## src/rtl/trct_pkg.sv

```systemverilog
// Types and constants shared by the tag reuse counter table.
`default_nettype none
package trct_pkg;

  localparam int unsigned TAG_W   = 15;
  localparam int unsigned COMM_W  = 8;
  localparam int unsigned PEER_W  = 6;
  localparam int unsigned COUNT_W = 16;
  localparam logic [COUNT_W-1:0] COUNT_MAX = '1;

  typedef struct packed {
    logic              kind;
    logic [PEER_W-1:0] peer_rank;
    logic [TAG_W-1:0]  msg_tag;
    logic [COMM_W-1:0] comm_id;
  } trct_req_t;

  typedef struct packed {
    logic [COUNT_W-1:0] use_count;
    logic               list_full;
  } trct_rsp_t;

  typedef struct packed {
    logic [TAG_W-1:0]   msg_tag;
    logic [COMM_W-1:0]  comm_id;
    logic [COUNT_W-1:0] use_count;
  } trct_entry_t;

  localparam int unsigned ENTRY_W = $bits(trct_entry_t);

  typedef enum logic [1:0] {
    S_CLEAR,
    S_IDLE,
    S_FILL,
    S_SCAN
  } trct_state_t;

  // controller to datapath
  typedef struct packed {
    logic clr;
    logic accept;
    logic load_fill;
    logic scan;
  } trct_cmd_t;

  // datapath to controller
  typedef struct packed {
    logic clr_last;
    logic in_range;
    logic scan_end;
  } trct_sts_t;

endpackage
`default_nettype wire

```

## src/rtl/trct_ctrl.sv

```systemverilog
// Controller state machine: clearing pass, request accept, fill read and list scan.
`default_nettype none
module trct_ctrl (
  input  wire logic               clk,
  input  wire logic               rst_n,
  input  wire logic               start,
  input  wire trct_pkg::trct_sts_t sts,
  output logic                    busy,
  output trct_pkg::trct_cmd_t     cmd
);

  trct_pkg::trct_state_t state_r, state_nxt;

  always_ff @(posedge clk) begin
    if (!rst_n) begin
      state_r <= trct_pkg::S_CLEAR;
    end else begin
      state_r <= state_nxt;
    end
  end

  always_comb begin
    state_nxt = state_r;
    cmd       = '0;
    busy      = 1'b1;
    case (state_r)
      trct_pkg::S_CLEAR: begin
        cmd.clr = 1'b1;
        if (sts.clr_last) begin
          state_nxt = trct_pkg::S_IDLE;
        end
      end
      trct_pkg::S_IDLE: begin
        busy = 1'b0;
        if (start) begin
          cmd.accept = 1'b1;
          if (sts.in_range) begin
            state_nxt = trct_pkg::S_FILL;
          end
        end
      end
      trct_pkg::S_FILL: begin
        cmd.load_fill = 1'b1;
        state_nxt     = trct_pkg::S_SCAN;
      end
      trct_pkg::S_SCAN: begin
        cmd.scan = 1'b1;
        if (sts.scan_end) begin
          state_nxt = trct_pkg::S_IDLE;
        end
      end
      default: begin
        state_nxt = trct_pkg::S_CLEAR;
      end
    endcase
  end

endmodule
`default_nettype wire

```

## config.mk

```make
export PLATFORM = sky130hd
export DESIGN_NAME = trct_ctrl
export DESIGN_NICKNAME = d
export VERILOG_FILES = /design/src/rtl/trct_pkg.sv /design/src/rtl/trct_ctrl.sv
export SDC_FILE = /design/constraint.sdc
export NUM_CORES = 1
export LEC_CHECK = 0
export BUFFER_PORTS_ARGS = -buffer_cell sky130_fd_sc_hd__buf_2
export CAP_MARGIN = 25
export CORE_AREA = 2 2 39 41
export DETAILED_ROUTE_END_ITERATION = 8
export DIE_AREA = 0 0 41 43
export PLACE_DENSITY = 0.4
export SYNTH_ARGS = -nofsm -noshare
export SYNTH_HDL_FRONTEND = slang
export SYNTH_SLANG_ARGS = --single-unit
```

## constraint.sdc

```tcl
create_clock -name clk -period 1.8 [get_ports clk]
set_input_delay 0.18 -clock clk [delete_from_list [all_inputs] [get_ports clk]]
set_output_delay 0.18 -clock clk [all_outputs]
set_load 0.05 [all_outputs]
```

# Yosys cells after proc, flatten, opt, wreduce, memory -nomap -nowiden
# Cells that the tools add are included.
[classes]
n_mux = 11
eq_ne = 7
reduce_logical = 2
[ops]
columns = ["operator", "count"]
rows = [
  ["two-way mux 2 bit", 4],
  ["!= test 2 bit, second input constant", 4],
  ["one-hot mux 2 bit (4 select lines)", 1],
  ["two-way mux 1 bit", 6],
  ["== test 2 bit, second input constant", 2],
  ["AND reduction 4 bit", 1],
  ["== test 2 x 1 -> 1 bit, second input constant", 1],
  ["zero test 2 bit", 1],
]
[totals]
ff_bits = 2
output_inout_bits = 5
inputBits = 6
word_cells = 21

# Longest topological paths before layout
# Gate-level depths: netlist (run 1).
[logic_depth]
depth_word = 3
ltp_mapped = 4
ltp_nobuf = 4

# Least setup slack after synthesis (run 1)
# No wires, ideal clock.
[synth_timing]
kind = "reg2reg"
start = "register state_r[0]"
end = "register state_r[1]"
path_stages_with_launch = 5
synth_period_minus_slack_ps = 1576
slack_ps = 224
setup_ps = 72
t_arrival_ps = 1504
n_path_buf = 0
t_required_ps = 1728
path_cell_list = "dfxtp_1 inv_1 ha_1 a222oi_1 mux2i_1"
[synth_via]
elab_chain_cells = 3
word_cells_on_any_way = 10
cone_classes = "eq/ne (7); mux (1); reduce/logical (2)"
[synth_rtl]
columns = ["element", "line_no", "source"]
rows = [
  ["start, declared", "trct_ctrl.sv:12", "trct_pkg::trct_state_t state_r, state_nxt;"],
  ["start signal, assigned", "trct_ctrl.sv:16", "state_r <= trct_pkg::S_CLEAR;"],
  ["start signal, assigned", "trct_ctrl.sv:18", "state_r <= state_nxt;"],
  ["== test 2 x 1 -> 1 bit, or another cell as far along", "trct_ctrl.sv:26", "case (state_r)"],
  ["!= test 2 bit (no source line)", "-", ""],
  ["AND reduction 4 bit (no source line)", "-", ""],
]
# Several ways; a longest one is shown, not always the timed one.
# A chain may end at the register's enable or synchronous reset.

# Worst setup path in the final report (run 1)
# Same ends and word-level chain as after synthesis.

==> run metrics, run 1 <==
DR iter-0 viols=5; share of the synthesized area in the top cell type=29.0%; clock sinks=2; Cell Pwr Density=1890 nW/um2; NetSw=0.275 mW; H-Tree Depth=1; Via density=3.74; detailed placer's ending HPWL=305 um; yosys warns=0; largest net degree at the start of global routing=5; Clock Root Buffer=clkbuf_4; Clock power frac=20.9%; Post-Syn Instances=21; end of the critical path=state_r[1]; Seq pwr share=between 15 and 20%; TritonCTS Buffers=3; min cycle time layout=between 1000 and 1500 ps; critical path launch point type=flop; post-CTS setup buffer count=0; CP endpoint kind=flop; sw frac=a little over half; Rows=14; required time at the worst-slack endpoint=slightly below 2000 ps; Critical Path Max Stage Delay=~450 ps; vias=187; Seq/Total Area, Yosys=between 20 and 25%; WP data arrival=1580 ps; largest registers=state_r x2; area post-placement=243 um2; clock skew=6.33 ps; Top-Level Pins=11; Die Ht=43 um; Max clock buf depth=2; Core Area=around 1400 um2; Hold Path Class=input port to flop; Routed Antenna Nets=0; f_max=0.701 GHz; vias in the first global route=154; Worst-Skew Late Latency=~230 ps; GPL Wtd Cong=0.543; status=finished, final reports clean; Layout area overhead=53.6%; Power Internal=0.228 mW; Yosys reg bits=2; share of cells above drive strength 1=38.2%; gr ovfl total=0; total power=about 0.5 mW; Initial Util=between 10% and 20%; CP max-delay cell=a222oi_1; syn nets=31; DR WL/cell=7.96 um; Die Width=41 um; # DRC=0; IO Port Bufs=10; final hold violation count=0; count of hold-fix buffers inserted at cts=0; initial antenna violation count=0; Final Slew Violations=0; Cell Area, Synth=around 170 um2; total negative slack=0 ps; Final setup violation count=0; RSZ-0062 raised after global routing=false; Unique masters post-synth=10; crit-path cells=inv_1, ha_1, a222oi_1, mux2i_1; Post-Route WL=398 um; crit path from=state_r[0]; n_diodes=0; CTS tree=yes; worst reg-to-reg path cell count=4; combinational power share=62.8%; Reg with most FFs=state_r; FF-to-FF End=state_r[1]; max_cap viols=0; area of the die=1760 um2; Synth area leaders=ha_1, dfxtp_1, inv_1; first-pass iteration count of the detailed router=4; RR Startpoint=state_r[0]; Lkg Pwr=0.146 nW; Least-Margin Pin Slew=418 ps; CTS resizes=0; VDD IR-drop max=0.000406 V; R2R Setup Slk=about 370 ps; post-synth top area cell=ha_1; layout net count=46; critical path class=flop to flop; Post-Layout Inst Area=265 um2; period utilization=79.2%; Syn Area/Cell=between 8 and 9 um2; clock-pin slew on the worst setup and hold paths=30 ps; total track usage=5.61%; Layout Utilization=a little under a fifth; Worst Path Max Fanout=4; worst rel slew slack=72.1%; max reg flops=2; first-pass GRT wire length=558 um
placed cells by master (no fill, tap or decap):
cell,netlist,routed
clkbuf_4,0,3
a222oi_1,1,1
buf_2,0,10
nor2b_1,1,1
mux2i_1,1,1
dfxtp_1,2,2
o2bb2ai_1,1,1
nand2_1,4,4
a22oi_1,1,1
and2_1,1,1
inv_1,5,5
ha_1,4,4
layer usage:
| metal | share of wire, % | vias to the layer above | wire length (um) | global-route usage, % |
|---|---|---|---|---|
| met4 | 4.3 | 0 | 17 | 6.00 |
| met3 | 14 | 2 | 57 | 6.28 |
| met2 | 38 | 14 | 153 | 6.88 |
| met1 | 43 | 76 | 170 | 4.14 |
| li1 | - | 95 | - | - |
| met5 | 0 | - | 0 | 0 |
power by group through the flow:
stage	Sequential (mW)	Combinational [mW]	Clock, mW
global route	0.0848	0.344	0.121
CTS	0.0824	0.323	0.112
global placement	0.0840	0.324	0
finish	0.0818	0.315	0.105
detailed placement	0.0831	0.322	0
floorplan	0.0784	0.267	0
kinds of logic (layout without fill, tap and decap cells):
kind of cell	Yosys count	count (layout)	synth area share, %
AOI/OAI and AO/OA	3	3	15.2
adders and majority gates	4	4	29.0
buffers and inverters	5	18	10.9
DFF	2	2	23.2
muxes	1	1	5.80
and+or+nand+nor	6	6	15.9
final cells by class:
| class | instances | area, um2 |
|---|---|---|
| flip-flops and latches | 2 | 40.0 |
| inverters | 5 | 18.8 |
| fillers | 160 | 1120 |
| repair buffers | 10 | 50.0 |
| multi-input cells | 14 | 114 |
| well taps | 16 | 20.0 |
| clock buffers | 3 | 22.5 |
critical path, delay by kind of cell, from the launching register on:
kind / cells / cell delay [ps]
compound gates: 1 / 450
fa+ha+maj: 1 / 220
buf+inv: 1 / 80
flops: 1 / 360
mux: 1 / 230
cell usage after synthesis:
cell type	count
inv_1	5
ha_1	4
nand2_1	4
dfxtp_1	2
a222oi_1	1
a22oi_1	1
and2_1	1
mux2i_1	1
nor2b_1	1
o2bb2ai_1	1
per-stage QoR:
stage          setup WS [ps]  hold slack (ps)  std cells
6_report                 374              239         50
5_1_grt                  267              235         50
4_1_cts                  344              234         50
3_5_place_dp             357              480         47
3_3_place_gp             332              473         47
2_1_floorplan            224              326         21
worst min-delay path by stage:
stage                     startpoint          to  slack [ps]  cells after the start
final                          rst_n  state_r[1]         240                      3
after global routing           rst_n  state_r[1]         240                      3
after CTS                      rst_n  state_r[1]         230                      3
after detailed placement       rst_n  state_r[1]         480                      3
after global placement         rst_n  state_r[1]         470                      3
after floorplan                rst_n  state_r[1]         330                      2
(Power assumes the default switching activity.)
==> run 2: changes to the inputs <==
--- a/config.mk
+++ b/config.mk
@@ -5,12 +5,13 @@
 export SDC_FILE = /design/constraint.sdc
 export NUM_CORES = 1
 export LEC_CHECK = 0
+export ABC_AREA = 1
 export BUFFER_PORTS_ARGS = -buffer_cell sky130_fd_sc_hd__buf_2
 export CAP_MARGIN = 25
 export CORE_AREA = 2 2 39 41
 export DETAILED_ROUTE_END_ITERATION = 8
 export DIE_AREA = 0 0 41 43
-export PLACE_DENSITY = 0.4
+export PLACE_DENSITY = 0.41
 export SYNTH_ARGS = -nofsm -noshare
 export SYNTH_HDL_FRONTEND = slang
 export SYNTH_SLANG_ARGS = --single-unit
==> constraint.sdc (replaced) <==
create_clock -name clk -period 1.5 [get_ports clk]
set_input_delay 0.15 -clock clk [delete_from_list [all_inputs] [get_ports clk]]
set_output_delay 0.15 -clock clk [all_outputs]
set_load 0.05 [all_outputs]
==> run 2 against run 1 <==
Against the previous run:
- utilization is 0.45 points higher
- area after synthesis increased by 3.6%
- critical endpoint is now busy
- combinational power grew 32%
- non-clock buffer count unchanged
- largest cell class unchanged
- clock-buffer cell count is the same
- setup slack got worse by 210 ps
- synthesized cell count rose by 24%
==> run metrics, run 2 <==
largest registers=state_r x2 (unchanged); Post-Layout Cell Count=55 (was 50); total power=0.630 mW (was 0.502 mW); VDD IR-drop max=0.000429 V (was 0.000406 V); IO Port Bufs=10 (unchanged); layout net count=51 (was 46); first-pass iteration count of the detailed router=2 (was 4); Post-Place Cells=52 (was 47); clock skew=0.237 ps (was 6.33 ps); Hold Path Class=input port to flop (unchanged); crit-path cells=inv_1, ha_1, inv_1, buf_2 (was inv_1, ha_1, a222oi_1, mux2i_1); most frequent cell after synthesis=inv_1 (unchanged); Least-Margin Pin Slew=250 ps (was 418 ps); most used cell, CP=inv_1; post-synth top area cell=ha_1 (unchanged); share of cells above drive strength 1=41.0% (was 38.2%); Min Hold Slack=155 ps (was 239 ps); H-Tree Depth=1 (unchanged); critical path launch point type=flop (unchanged); Synth area leaders=ha_1, dfxtp_1, inv_1 (unchanged); yosys warns=0 (unchanged); Cell Area, Synth=179 um2 (was 173 um2); final hold violation count=0 (unchanged); n_diodes=0 (unchanged); Unique masters post-synth=9 (was 10); Setup Slack @ Placement=393 ps (was 357 ps); FILL cells=166 (was 160); largest net degree at the start of global routing=5 (unchanged); Core Area=1380 um2 (unchanged); Top-Level Pins=11 (unchanged); Lkg Pwr=0.171 nW (was 0.146 nW); Final Slew Violations=0 (unchanged); RSZ-0062 raised after global routing=false (unchanged); DR iter-0 viols=3 (was 5); CP max-delay cell=dfxtp_1 (was a222oi_1); first-pass GRT wire length=538 um (was 558 um); area post-placement=249 um2 (was 243 um2); share of the synthesized area in the top cell type=28.0% (was 29.0%); TritonCTS Buffers=3 (unchanged); count of hold-fix buffers inserted at cts=0 (unchanged); EDFF count, synth=0 (unchanged); clock-pin slew on the worst setup and hold paths=30 ps (about the same); Worst-Skew Late Latency=220 ps (was 230 ps); post-CTS setup buffer count=0 (unchanged); status=finished, final reports clean (unchanged); Layout area overhead=51.7% (was 53.6%); Post-Layout Inst Area=272 um2 (was 265 um2); Die Width=41 um (unchanged); Reg with most FFs=state_r (unchanged); max_cap viols=0 (unchanged); clock sinks=2 (unchanged); GPL Wtd Cong=0.634 (was 0.543); period utilization=just under 90%; Die Ht=43 um (unchanged); commonest non-fill, non-tap cell in the layout=buf_2 (unchanged); Routed Antenna Nets=0 (unchanged); min cycle time layout=1330 ps; Multi-input gate area=113 um2 (was 114 um2); CTS tree=yes (unchanged); Rows=14 (unchanged); total track usage=5.31% (was 5.61%); ys flop type=dfxtp_1 (unchanged); Max clock buf depth=2 (unchanged); Post-Route WL=346 um (was 398 um); critical path class=flop to output port (was flop to flop); most frequent cells in the layout=buf_2, inv_1, nand2_1, ha_1, clkbuf_4 (unchanged); Seq/Total Area, Yosys=22.4% (was 23.2%); Clock Root Buffer=clkbuf_4 (unchanged); WP data arrival=1180 ps (was 1580 ps); Initial Util=12.9% (was 12.5%); syn nets=36 (was 31); synth cell count leaders=inv_1, nand2_1, ha_1 (was inv_1, ha_1, nand2_1); Final setup violation count=0 (unchanged); initial antenna violation count=0 (unchanged); Storage cell area=40.0 um2 (unchanged); # DRC=0 (unchanged); worst rel slew slack=83.5% (was 72.1%); Via density=3.24 (was 3.74); Post-Syn Instances=26 (was 21); required time at the worst-slack endpoint=1350 ps (was 1950 ps); Yosys reg bits=2 (unchanged); total negative slack=0 ps (unchanged); CP endpoint kind=output port (was flop); gr ovfl total=0 (unchanged); worst setup margin=166 ps (was 374 ps); Async SR Flop Fraction=0% (unchanged); max reg flops=2 (unchanged); Worst Path Max Fanout=3 (was 4); Critical Path Max Stage Delay=340 ps (was 450 ps); Syn Area/Cell=6.88 um2 (was 8.22 um2); vias in the first global route=159 (was 154); DR WL/cell=6.29 um (was 7.96 um); f_max=between 0.7 and 0.8 GHz; area of the die=1760 um2 (unchanged); vias=178 (was 187); CTS resizes=0 (unchanged); Cell Pwr Density=2320 nW/um2 (was 1890 nW/um2); Layout Utilization=19.6% (was 19.2%)
-- run 2: changes by cell type in the layout (fill, tap and decap cells not counted) --
cell,before,now
nand3_1,0,1
inv_1,5,7
mux2i_1,1,0
and2_1,1,0
o2bb2ai_1,1,0
nand2_1,4,6
nor2_1,0,2
a21oi_1,0,1
a222oi_1,1,0
nor2b_1,1,0
a22oi_1,1,0
nand3_2,0,1
nand2_2,0,2
-- run 2: path summary, 6_finish.rpt --
kind / start / end / slack, ps / cells past startpoint
max reg2reg: state_r[0] / state_r[1] / 410 / 6
min reg2reg: state_r[0] / state_r[0] / 500 / 2
max: state_r[1] / busy / 170 / 4
min: rst_n / state_r[0] / 150 / 3
-- run 2: cell type report --
type                    instances  share of cell area, %
repair buffers                 10                   18.4
multi-input cells              17                   41.5
clock buffers                   3                   8.29
well taps                      16                   7.37
inverters                       7                   9.68
flip-flops and latches          2                   14.7
-- run 2: kinds of logic (layout without fill, tap and decap cells) --
kind of cell / count (synthesis) / count (layout) / synth area share (%)
adders and majority gates: 4 / 4 / 28.0
AOI/OAI and AO/OA: 1 / 1 / 2.79
buffers and inverters: 7 / 20 / 14.7
DFF: 2 / 2 / 22.4
and+or+nand+nor: 12 / 12 / 32.2
-- run 2: layer usage --
layer | routed length (um) | part of all wire (%) | track usage (%)
met1 | 144 | 42 | 5.11
met3 | 37 | 11 | 4.71
met4 | 0 | 0 | 6.00
met5 | 0 | 0 | 0
met2 | 163 | 47 | 5.94
-- run 2: where the power goes --
part | leakage [nW] | internal (mW) | switching (mW) | total, mW
Clock | 0.0138 | 0.0880 | 0.0278 | 0.116
Combinational | 0.140 | 0.109 | 0.306 | 0.415
Sequential | 0.0167 | 0.0780 | 0.0211 | 0.0991
-- run 2: worst max-delay path: cells and delay by family, from the launching register on --
family     cells  cell delay (ps)
fa+ha+maj      1              210
buf+inv        3              400
flops          1              340
